$ cat src/rtl/core/trbba_pkg.sv
`timescale 1ns / 1ps
// shared types, constants and a helper function of the two-region block allocator
package trbba_pkg;

	localparam int WORD_BITS = 64;
	localparam int OFF_W     = 6;
	localparam int BLK_W     = 12;
	localparam int TDATA_W   = 16;

	localparam logic [WORD_BITS-1:0] ONES_WORD  = '1;
	// blocks zero and one start reserved
	localparam logic [WORD_BITS-1:0] INIT_WORD0 = ~(WORD_BITS'(3));

	typedef enum logic [1:0] {
		RES_GRANT = 2'd0,
		RES_MISS  = 2'd1,
		RES_FREED = 2'd2
	} res_kind_t;

	typedef struct packed {
		logic      init_wr;
		logic      capture;
		logic      scan_rd;
		logic      free_rd;
		logic      alloc_wr;
		logic      free_wr;
		logic      out_ld;
		res_kind_t out_sel;
	} cmd_t;

	typedef struct packed {
		logic init_last;
		logic req_free;
		logic hit;
		logic scan_end;
		logic rd_more;
		logic out_free;
	} status_t;

	// index of the single set bit of a one-hot word
	function automatic logic [OFF_W-1:0] onehot_index(input logic [WORD_BITS-1:0] oh);
		logic [OFF_W-1:0] idx;
		idx = '0;
		for (int i = 0; i < WORD_BITS; i++) begin
			if (oh[i]) begin
				idx = idx | OFF_W'(i);
			end
		end
		return idx;
	endfunction

endpackage

$ cat src/rtl/core/trbba_ctrl.sv
`timescale 1ns / 1ps
// controller state machine of the two-region block allocator
module trbba_ctrl (
	input  logic              clk,
	input  logic              arst_n,
	input  logic              in_valid,
	output logic              in_ready,
	input  trbba_pkg::status_t st,
	output trbba_pkg::cmd_t    cmd
);
	import trbba_pkg::*;

	typedef enum logic [5:0] {
		ST_INIT     = 6'b000001,
		ST_IDLE     = 6'b000010,
		ST_SCAN     = 6'b000100,
		ST_ALLOC_WR = 6'b001000,
		ST_FREE_RD  = 6'b010000,
		ST_FREE_WR  = 6'b100000
	} state_t;

	state_t state_q, state_d;

	assign in_ready = (state_q == ST_IDLE);

	always_comb begin
		cmd     = '0;
		state_d = state_q;
		unique case (state_q)
			ST_INIT: begin
				cmd.init_wr = 1'b1;
				if (st.init_last) begin
					state_d = ST_IDLE;
				end
			end
			ST_IDLE: begin
				if (in_valid) begin
					cmd.capture = 1'b1;
					state_d     = st.req_free ? ST_FREE_RD : ST_SCAN;
				end
			end
			ST_SCAN: begin
				if (st.hit) begin
					state_d = ST_ALLOC_WR;
				end else if (st.scan_end) begin
					if (st.out_free) begin
						cmd.out_ld  = 1'b1;
						cmd.out_sel = RES_MISS;
						state_d     = ST_IDLE;
					end
				end else begin
					cmd.scan_rd = st.rd_more;
				end
			end
			ST_ALLOC_WR: begin
				if (st.out_free) begin
					cmd.alloc_wr = 1'b1;
					cmd.out_ld   = 1'b1;
					cmd.out_sel  = RES_GRANT;
					state_d      = ST_IDLE;
				end
			end
			ST_FREE_RD: begin
				cmd.free_rd = 1'b1;
				state_d     = ST_FREE_WR;
			end
			ST_FREE_WR: begin
				if (st.out_free) begin
					cmd.free_wr = 1'b1;
					cmd.out_ld  = 1'b1;
					cmd.out_sel = RES_FREED;
					state_d     = ST_IDLE;
				end
			end
			default: begin
				state_d = ST_INIT;
			end
		endcase
	end

	always_ff @(posedge clk or negedge arst_n) begin
		if (!arst_n) begin
			state_q <= ST_INIT;
		end else begin
			state_q <= state_d;
		end
	end

endmodule

$ cat config.mk
export PLATFORM = sky130hd
export DESIGN_NAME = trbba_ctrl
export DESIGN_NICKNAME = d
export VERILOG_FILES = /design/src/rtl/core/trbba_pkg.sv /design/src/rtl/core/trbba_ctrl.sv
export SDC_FILE = /design/constraint.sdc
export NUM_CORES = 1
export LEC_CHECK = 0
export BUFFER_PORTS_ARGS = -buffer_cell sky130_fd_sc_hd__buf_2
export CAP_MARGIN = 10
export CORE_ASPECT_RATIO = 0.7
export CORE_MARGIN = 2
export CORE_UTILIZATION = 24
export DETAILED_ROUTE_END_ITERATION = 8
export GPL_TIMING_DRIVEN = 0
export PLACE_DENSITY = 0.52
export SETUP_SLACK_MARGIN = 0.2
export SLEW_MARGIN = 20
export SYNTH_ARGS = -nofsm -noshare
export SYNTH_HDL_FRONTEND = slang
export SYNTH_SLANG_ARGS = --single-unit
export TNS_END_PERCENT = 10
$ cat constraint.sdc
create_clock -name clk -period 1.9 [get_ports clk]
set_input_delay 0.19 -clock clk [delete_from_list [all_inputs] [get_ports clk]]
set_output_delay 0.19 -clock clk [all_outputs]
set_load 0.01 [all_outputs]
Yosys cells after proc, flatten, opt, wreduce, memory -nomap -nowiden
Index checks and enable logic that the tools add are counted.
{"block": "totals", "rom_bits": 0, "wordCells": 35, "ram_bits": 0, "memories": 0, "latch_bits": 0, "input_bits": 9, "output_inout_bits": 10, "regBits": 6}
{"block": "op_classes", "multipliers": 0, "shifts": 0, "bitwise": 0, "n_addsub": 0, "n_eq_ne": 9, "muxes": 23, "n_div": 0, "magnitude_cmp": 0, "reduce_logical": 2}
{"cell": "2-to-1 mux 6 bit", "n": 5}
{"cell": "case mux 6 bit (5 select lines)", "n": 1}
{"cell": "2-to-1 mux 3 bit", "n": 4}
{"cell": "2-to-1 mux 1 bit", "n": 10}
{"cell": "case mux 3 bit (3 select lines)", "n": 1}
{"cell": "== test 6 x 1 -> 1 bit (second input constant)", "n": 1}
{"cell": "== test 6 x 2 -> 1 bit (second input constant)", "n": 1}
{"cell": "== test 6 x 3 -> 1 bit (second input constant)", "n": 1}
{"cell": "== test 6 x 4 -> 1 bit (second input constant)", "n": 1}
{"cell": "== test 6 x 5 -> 1 bit (second input constant)", "n": 1}
{"cell": "== test 6 bit (second input constant)", "n": 1}
{"cell": "2-to-1 mux 5 bit", "n": 1}
{"cell": "2-to-1 mux 4 bit", "n": 1}
{"cell": "!= test 2 bit (second input constant)", "n": 2}
{"cell": "!= test 3 bit (second input constant)", "n": 1}
{"cell": "AND reduction 3 bit", "n": 1}
{"cell": "OR reduction 2 bit", "n": 1}

Logic depth before layout (Yosys ltp)
Gate-level depths: netlist (run 1).
{"block": "depth", "depth_word": 4, "depth_mapped": 5, "mapped_depth_nobuf": 4}

Least setup slack after synthesis (run 1)
OpenSTA, ideal clock, no wires.
{"block": "synth_path", "kind": "flip-flop to output port", "from": "register state_q[5]", "to": "output port cmd[7] (netlist name)", "path_slack_ns": 0.156, "path_buffers": 1, "arrival_ns": 1.554, "t_required_ns": 1.710, "path_stages_with_launch": 6, "path_cell_list": "dfrtp_1 > buf_6 > or4_4 > nor3b_4 > nand2_1 > inv_1"}
{"element": "from (decl)", "line": "trbba_ctrl.sv:22", "source": "state_t state_q, state_d;"}
{"element": "from (signal assigned)", "line": "trbba_ctrl.sv:85", "source": "state_q <= state_d;"}
{"element": "to (decl)", "line": "trbba_ctrl.sv:9", "source": "output trbba_pkg::cmd_t cmd"}

==> impl_metrics.csv, run 1 <==
group,metric,value,unit
worst_setup_path,cp.required,1710,ps
worst_setup_path,rrSetupSlack,-50,ps
worst_setup_path,worstSetupStartpointType,"flip-flop",
place,portBuffers,18,
worst_setup_path,reg2reg_to,"state_q[2]",
detailed_routing,wl,1340,um
worst_setup_path,crit_type,"flip-flop to primary output",
logic_synthesis,syn-cell-area,499,um^2
cts,clk_pin_slew_worst_paths,40,ps
timing,drv_slew,0,
global_route,grt_usage,10.9,%
timing,tightest_slew,418,ps
layout,fill_cells,204,
worst_setup_path,r2r_cells,8,
global_route,grt_use_met2,13.3,%
timing,relSlewSlack,71.9,%
timing,fin_skew,3.02,ps
floorplanning,rows,13,
cts,cts_tree,"done",
worst_hold_path,hold_depth,2,
global_route,grt_overflow,0,
timing,setup_violations,4,
worst_setup_path,cpLargestDelayFamily,"simple AND/OR/NAND/NOR gates",
global_route,grt_use_met3,4.63,%
layout,regMostFlops,"state_q",
layout,drive_gt1_share,55.4,%
status,violations,"negative setup slack",
layout,syn2layout_area_growth,47.6,%
global_route,busiest_layer,"met1",
flow_run,drv_cap,0,
power,ir_drop,525,uV
layout,final_cells,105,
layout,multiInputGateArea,319,um^2
layout,layout.nets,93,
global_route,antenna_found_initial,0,
floorplanning,fp.dieW,58.5,um
logic_synthesis,synth-seq-area-share,30.3,%
logic_synthesis,synth_top_cell_area_share,25.1,%
floorplanning,die_area,0.00247,mm^2
worst_setup_path,cp_num_buf_inv,3,
logic_synthesis,async_reset_ff_share,100,%
worst_setup_path,cp.arrival,1810,ps
place,hpwl,951,um
worst_setup_path,end_kind,"primary output",
logic_synthesis,synthFlopType,"dfrtp_1",
floorplanning,top_level_ports,19,
logic_synthesis,syn_nets,63,
worst_setup_path,cp_slowest_cell,"or4_4",
status,status,"finished with violations",
logic_synthesis,ys_top_cells_by_count,"dfrtp_1 (5), inv_1 (4), nor2_1 (4), and3_1 (3), nand2_1 (3)",
global_route,grt_pass1_vias,439,
worst_hold_path,min_to,"state_q[0]",
detailed_routing,drc_errors,0,
detailed_routing,drt_iter0_markers,8,
layout,ff_latch_area,151,um^2
cts,root_buffer,"clkbuf_4",
layout,diodes,0,
timing,timing.final.ws_setup,-104,ps
layout,top_regs,"state_q (6)",
timing,finalCritPeriodShare,105,%
detailed_routing,routed_via_density,4.82,
worst_setup_path,path_cells,"buf_6 > or4_4 > nor3b_4 > nand2_2 > inv_2 > buf_6",
place,dp.cells,94,
layout,final_core_util,38.7,%
power,power_density,902,mW/mm^2
global_route,grt_max_degree,10,
worst_hold_path,hp-start,"st[5]",
cts,cts_sinks,6,
timing,fmax,0.499,GHz
global_route,gr-usage-met1,17.9,%
cts,cts_buffer_depth,2,
timing,rsz0062_at_grt,"true",
logic_synthesis,synth_seq_cells,6,
cts,cts_inserted_buffers,3,
worst_setup_path,cp_max_fo,3,
logic_synthesis,synth_area_per_cell,9.24,um^2
detailed_routing,vias,506,
detailed_routing,ant_nets,0,
logic_synthesis,synth_cell_types,32,
logic_synthesis,netlist_top_cells_area,"dfrtp_1 (25%), nor3b_4 (7.5%), dfstp_2 (5.3%)",
worst_setup_path,cp_common_cell,"buf_6",
detailed_routing,firstDrtPassIters,4,
place,globalplace.congestion,0.713,
floorplanning,die_h,42.2,um
floorplanning,core-area,0.00190,mm^2
logic_synthesis,yosysWarnings,0,
floorplanning,initial_core_util,26.2,%
logic_synthesis,synth_top_area_cell,"dfrtp_1",
worst_setup_path,r2r_start,"state_q[5]",
place,pre_cts_ws,62.8,ps
timing,hold_viol_final,0,
power,p_leak,0.399,nW
detailed_routing,wl_per_cell,12.7,um
worst_setup_path,max_stage_delay,560,ps
worst_hold_path,hold_path.class,"input pin to flip-flop",
logic_synthesis,synth.most_common_cell,"dfrtp_1",
global_route,grt_first_pass_wirelength,2010,um
logic_synthesis,netlist_instances,54,
cts,clock_latency,240,ps
layout,largest_reg_flops,6,
cts,ctsHtreeMaxLevel,1,
timing,finalCriticalPeriod,2000,ps
logic_synthesis,synth_edf_count,0,
## report_power, final
part / internal, mW / switching, mW / total [mW] / leakage, nW
logic: 0.180 / 0.145 / 0.325 / 0.305
registers: 0.161 / 0.0525 / 0.214 / 0.0795
clock network: 0.0796 / 0.0468 / 0.126 / 0.0150
total: 0.421 / 0.244 / 0.665 / 0.399
## final cells by class
cell class / instances / share of cell area [%]
plain buffers: 5 / 6.28
flip-flops and latches: 6 / 20.5
well taps: 22 / 3.74
clock buffers: 4 / 3.57
inverters: 4 / 2.04
repair buffers: 25 / 20.5
multi-input cells: 39 / 43.3
## layer usage
| metal | part of all wire (%) | wire [um] |
|---|---|---|
| met4 | 0 | 0 |
| met3 | 4.6 | 62 |
| met2 | 42 | 561 |
| met1 | 53 | 715 |
| met5 | 0 | 0 |
## kinds of logic after synthesis
group | synth area share [%]
AOI/OAI and AO/OA | 17.0
buffers and inverters | 11.3
and+or+nand+nor | 36.1
xor gates and xnor gates | 5.26
DFF | 30.3
## cell usage in the layout (no fill, tap or decap), types with 2 or more instances in the layout
| cell type | count |
|---|---|
| nor3b_4 | 2 |
| o21ai_0 | 2 |
| nor2_1 | 4 |
| nand4_1 | 2 |
| buf_6 | 4 |
| clkbuf_4 | 3 |
| nand2_1 | 2 |
| and3_1 | 3 |
| inv_1 | 3 |
| dfrtp_1 | 5 |
| xor2_1 | 2 |
| nor4_1 | 2 |
| buf_4 | 7 |
| buf_2 | 17 |
## stage by stage
step | hold WS, ps | power (mW) | TNS, ps | cell area (um^2)
after floorplan | -106 | 0.411 | 0 | 499
after global placement | 17.6 | 0.490 | 0 | 617
after detailed placement | 18.8 | 0.492 | 0 | 617
after CTS | 98.2 | 0.657 | -290 | 726
after global routing | 104 | 0.707 | -511 | 737
final | 98.8 | 0.665 | -194 | 737
## worst max-delay path by stage
stage               cells past startpoint       start     end
finish                                  6  state_q[5]  cmd[7]
CTS                                     6  state_q[4]  cmd[7]
detailed placement                      6  state_q[4]  cmd[7]
global route                            6  state_q[2]  cmd[7]
floorplan                               5  state_q[4]  cmd[7]
global placement                        6  state_q[4]  cmd[7]
## worst reg2reg max path, delay by kind of cell (launching register included)
family | cells | cell delay (ps)
flip-flops | 1 | 360
AND/OR/NAND/NOR | 3 | 940
buffers and inverters | 4 | 490
AO/OA/AOI/OAI | 1 | 90
## what timing repair did
item / 4_1_cts / 5_1_grt
hold buffers: 1 / 0
setup endpoints to repair: 10 / 14
resized for setup: 6 / 4
pin swaps: 6 / 2
endpoints found under the hold margin: 6 / 0
setup buffers: 6 / 0
Power figures use the tool's default switching activity.
==> run 2, diff against run 1 <==
--- a/config.mk
+++ b/config.mk
@@ -12,7 +12,7 @@
 export CORE_UTILIZATION = 24
 export DETAILED_ROUTE_END_ITERATION = 8
 export GPL_TIMING_DRIVEN = 0
-export PLACE_DENSITY = 0.52
+export PLACE_DENSITY = 0.54
 export SETUP_SLACK_MARGIN = 0.2
 export SLEW_MARGIN = 20
 export SYNTH_ARGS = -nofsm -noshare
==> constraint.sdc (replaced) <==
create_clock -name clk -period 1.75 [get_ports clk]
set_input_delay 0.175 -clock clk [delete_from_list [all_inputs] [get_ports clk]]
set_output_delay 0.175 -clock clk [all_outputs]
set_load 0.01 [all_outputs]
==> impl_metrics.csv, run 2 (synthesis results as in run 1) <==
group,metric,value,unit
status,status,"finished with violations",
status,violations,"negative setup slack",
cts,cts_sinks,6,
timing,drv_slew,0,
detailed_routing,wl,1370,um
layout,diodes,0,
global_route,antenna_found_initial,0,
timing,tightest_slew,262,ps
global_route,grt_overflow,0,
layout,final_cells,103,
global_route,grt_max_degree,10,
flow_run,drv_cap,0,
cts,clk_pin_slew_worst_paths,40,ps
cts,clock_latency,250,ps
timing,hold_viol_final,0,
worst_setup_path,cp.arrival,1840,ps
floorplanning,die_area,0.00247,mm^2
worst_hold_path,hold_path.class,"input pin to flip-flop",
cts,cts_inserted_buffers,3,
power,ir_drop,799,uV
worst_setup_path,end_kind,"primary output",
worst_setup_path,cp_max_fo,3,
global_route,grt_pass1_vias,439,
floorplanning,rows,13,
layout,top_regs,"state_q (6)",
place,globalplace.congestion,0.752,
timing,timing.final.ws_setup,-270,ps
worst_setup_path,worstSetupStartpointType,"flip-flop",
detailed_routing,vias,506,
power,clkPwrFrac,17.5,%
place,portBuffers,18,
cts,ctsHtreeMaxLevel,1,
layout,drive_gt1_share,56.8,%
worst_setup_path,crit_type,"flip-flop to primary output",
place,hpwl,949,um
power,power_density,1050,mW/mm^2
detailed_routing,firstDrtPassIters,4,
global_route,grt_first_pass_wirelength,2100,um
power,p_int,501,uW
timing,finalCriticalPeriod,2020,ps
layout,syn2layout_area_growth,53.9,%
cts,cts_tree,"done",
detailed_routing,wl_per_cell,13.3,um
timing,relSlewSlack,82.4,%
floorplanning,top_level_ports,19,
floorplanning,fp.dieW,58.5,um
layout,regMostFlops,"state_q",
timing,fin_skew,6.87,ps
layout,mostFrequentLayoutCell,"buf_2",
power,p_seq_share,32.1,%
worst_setup_path,cp.required,1570,ps
global_route,grt_usage,11.5,%
power,p_total,807,uW
power,combPwrFrac,50.4,%
floorplanning,core-area,0.00190,mm^2
timing,rsz0062_at_grt,"true",
layout,largest_reg_flops,6,
layout,layout.nets,91,
layout,layout_common_cells,"buf_2 (16), buf_6 (6), buf_4 (4), dfrtp_1 (4)",
power,p_leak,0.395,nW
floorplanning,die_h,42.2,um
place,dp.cells,94,
timing,setup_violations,5,
cts,cts_buffer_depth,2,
cts,root_buffer,"clkbuf_4",
timing,setup_tns,-662,ps
floorplanning,initial_core_util,26.2,%
detailed_routing,drc_errors,0,
detailed_routing,ant_nets,0,
layout,final_core_util,40.4,%
detailed_routing,routed_via_density,4.91,
detailed_routing,drt_iter0_markers,14,
timing,fmax,0.495,GHz
timing,finalCritPeriodShare,115,%
power,p_sw,306,uW
power,power.share.switching,37.9,%
-- run 2: layout make-up --
class                           instances  area, um^2
Multi-Input combinational cell         39         345
Tap cell                               22        27.5
Clock buffer                            4        26.3
Inverter                                4        15.0
Buffer                                  5        55.1
Timing Repair Buffer                   23         146
Sequential cell                         6         153
Fill cell                             194        1130
-- run 2: path summary, 6_finish.rpt --
check	from	endpoint	slack (ps)	cells after the start
hold / removal	st[5]	state_q[0]	90	2
hold reg to reg	state_q[2]	state_q[3]	660	3
min in group asynchronous	arst_n	state_q[4]	290	2
setup reg to reg	state_q[5]	state_q[1]	-20	6
max in group asynchronous	arst_n	state_q[0]	1240	2
setup / recovery	state_q[5]	cmd[7]	-270	6
-- run 2: metrics by stage --
| stage | setup WS, ps | instance area [um^2] | hold WS, ps |
|---|---|---|---|
| global route | -341 | 768 | 80.4 |
| finish | -270 | 768 | 85.8 |
| CTS | -269 | 699 | 79.8 |
| global placement | -59.8 | 617 | 4.32 |
| detailed placement | -74.2 | 617 | 4.80 |
| floorplan | 45.2 | 499 | -121 |
-- run 2: power groups by stage --
stage | logic (mW) | registers (mW) | clock network [mW]
floorplan | 0.226 | 0.220 | 0
global placement | 0.300 | 0.230 | 0
detailed placement | 0.301 | 0.231 | 0
CTS | 0.328 | 0.232 | 0.146
global route | 0.432 | 0.262 | 0.156
finish | 0.407 | 0.259 | 0.141
-- run 2: layer usage --
layer | share of wire (%) | wire length (um) | global-route usage, %
met1 | 51 | 705 | 18.4
met2 | 41 | 566 | 13.3
met3 | 7.4 | 101 | 5.86
met4 | 0 | 0 | 1.40
met5 | 0 | 0 | 0
-- run 2: critical path: stages, from the launching register on --
cell and delay [ps]:
dfrtp_1 360, buf_6 110, or4_4 560, nor3b_4 280, nand2_1 120, inv_2 70
buf_6 90
-- run 2: what timing repair did --
| action | in CTS | in global routing |
|---|---|---|
| setup endpoints to repair | 14 | 15 |
| endpoints found under the hold margin | 6 | 0 |
| resized for setup | 7 | 14 |
| pin swaps | 7 | 4 |
| setup buffers | 3 | 1 |
| hold buffers | 1 | 0 |
==> run 3, diff against run 2 <==
--- a/config.mk
+++ b/config.mk
@@ -8,12 +8,12 @@
 export BUFFER_PORTS_ARGS = -buffer_cell sky130_fd_sc_hd__buf_2
 export CAP_MARGIN = 10
 export CORE_ASPECT_RATIO = 0.7
-export CORE_MARGIN = 2
 export CORE_UTILIZATION = 24
 export DETAILED_ROUTE_END_ITERATION = 8
 export GPL_TIMING_DRIVEN = 0
 export PLACE_DENSITY = 0.54
 export SETUP_SLACK_MARGIN = 0.2
+export SKIP_LAST_GASP = 1
 export SLEW_MARGIN = 20
 export SYNTH_ARGS = -nofsm -noshare
 export SYNTH_HDL_FRONTEND = slang
==> impl_metrics.csv, run 3 (synthesis results as in run 1) <==
group,metric,value,unit
timing,hold_viol_final,0,
status,status,"finished with violations",
timing,relSlewSlack,71.5,%
layout,final_cells,105,
detailed_routing,wl,1180,um
layout,drive_gt1_share,49.4,%
timing,timing.final.ws_setup,-195,ps
worst_setup_path,worstSetupStartpointType,"flip-flop",
layout,fill_cells,211,
power,power_density,1020,mW/mm^2
place,dp.cells,94,
worst_hold_path,hold_path.class,"input pin to flip-flop",
timing,drv_slew,0,
detailed_routing,drt_iter0_markers,6,
cts,clk_pin_slew_worst_paths,40,ps
timing,fmax,0.514,GHz
global_route,grt_overflow,0,
place,portBuffers,18,
cts,cts_tree,"done",
cts,cts_sinks,6,
global_route,grt_pass1_vias,351,
layout,ff_latch_area,151,um^2
global_route,grt_usage,10.8,%
worst_setup_path,path_cells,"buf_6 > or4_4 > nor3b_4 > nand2_1 > inv_2 > buf_6",
cts,ctsHtreeMaxLevel,1,
worst_setup_path,end_kind,"primary output",
floorplanning,rows,13,
timing,fin_skew,7.47,ps
detailed_routing,firstDrtPassIters,3,
timing,rsz0062_at_grt,"true",
worst_setup_path,cp_slowest_cell,"or4_4",
layout,top_regs,"state_q (6)",
worst_setup_path,cp.arrival,1770,ps
floorplanning,die_h,40.2,um
timing,tightest_slew,424,ps
layout,final_core_util,37.5,%
global_route,grt_max_degree,10,
detailed_routing,drc_errors,0,
layout,largest_reg_flops,6,
cts,root_buffer,"clkbuf_4",
place,hpwl,922,um
cts,clock_latency,240,ps
status,violations,"negative setup slack",
place,globalplace.congestion,0.744,
layout,layout_common_cells,"buf_2 (17), buf_4 (7), dfrtp_1 (5)",
cts,cts_inserted_buffers,3,
worst_setup_path,cp.required,1570,ps
timing,setup_tns,-772,ps
floorplanning,die_area,0.00227,mm^2
timing,finalCriticalPeriod,1940,ps
cts,cts_buffer_depth,2,
floorplanning,fp.dieW,56.5,um
detailed_routing,routed_via_density,4.68,
power,ir_drop,653,uV
power,p_leak,0.396,nW
layout,multiInputGateArea,297,um^2
worst_setup_path,cp_common_cell,"buf_6",
floorplanning,top_level_ports,19,
floorplanning,initial_core_util,26.2,%
layout,regMostFlops,"state_q",
worst_setup_path,crit_type,"flip-flop to primary output",
timing,setup_violations,7,
detailed_routing,wl_per_cell,11.2,um
layout,layout.nets,93,
worst_setup_path,max_stage_delay,540,ps
flow_run,drv_cap,0,
detailed_routing,vias,491,
worst_setup_path,cp_max_fo,4,
detailed_routing,ant_nets,0,
floorplanning,core-area,0.00190,mm^2
global_route,grt_first_pass_wirelength,1730,um
layout,diodes,0,
place,pre_cts_ws,-59.3,ps
layout,syn2layout_area_growth,43.1,%
layout,mostFrequentLayoutCell,"buf_2",
global_route,antenna_found_initial,0,
timing,finalCritPeriodShare,111,%
[run 3: cell types whose count changed in the layout (fill, tap and decap cells not counted), sizes merged]
cell / delta
buf: +2
[run 3: critical path: cells and delay by family, from the launching register on]
kind / cells / cell delay [ps]
buffers and inverters: 3 / 260
DFF: 1 / 360
and+or+nand+nor: 3 / 900
[run 3: cell type report]
class | count | area share, %
repair buffers | 25 | 21.2
inverters | 4 | 2.10
clock buffers | 4 | 3.68
flip-flops and latches | 6 | 21.2
well taps | 22 | 3.85
multi-input cells | 39 | 41.5
plain buffers | 5 | 6.48
[run 3: per-layer routing]
layer | share of wire [%] | vias up | GRT usage, %
met3 | 4.3 | 0 | 6.13
met4 | 0 | 0 | 0
met1 | 57 | 225 | 16.7
li1 | - | 256 | -
met5 | 0 | - | 0
met2 | 38 | 10 | 12.6
[run 3: report_power, final]
| group | total (mW) | switching (mW) | internal (mW) |
|---|---|---|---|
| Sequential | 0.233 | 0.0583 | 0.175 |
| Clock | 0.135 | 0.0484 | 0.0862 |
| Combinational | 0.358 | 0.150 | 0.208 |
[run 3: final timing paths]
check	from	endpoint	slack, ps	cells past startpoint
hold reg to reg	state_q[2]	state_q[3]	670	3
max in group asynchronous	arst_n	state_q[0]	1250	2
setup / recovery	state_q[5]	cmd[7]	-190	6
min in group asynchronous	arst_n	state_q[2]	270	2
setup reg to reg	state_q[5]	state_q[1]	-100	7
hold / removal	st[5]	state_q[0]	90	2
[run 3: what timing repair did]
item,in CTS,in global routing
endpoints found under the hold margin,6,0
buffers inserted,4,2
endpoints found under the setup margin,15,15
resized for setup,2,3
pin swaps,3,2
hold buffers,1,0
[run 3: stage by stage]
stage	area, um^2	total power [mW]	hold WS, ps
finish	714	0.726	94.9
global route	714	0.784	97.5
CTS	693	0.693	85.8
detailed placement	617	0.535	1.32
global placement	617	0.532	1.95
floorplan	499	0.446	-121
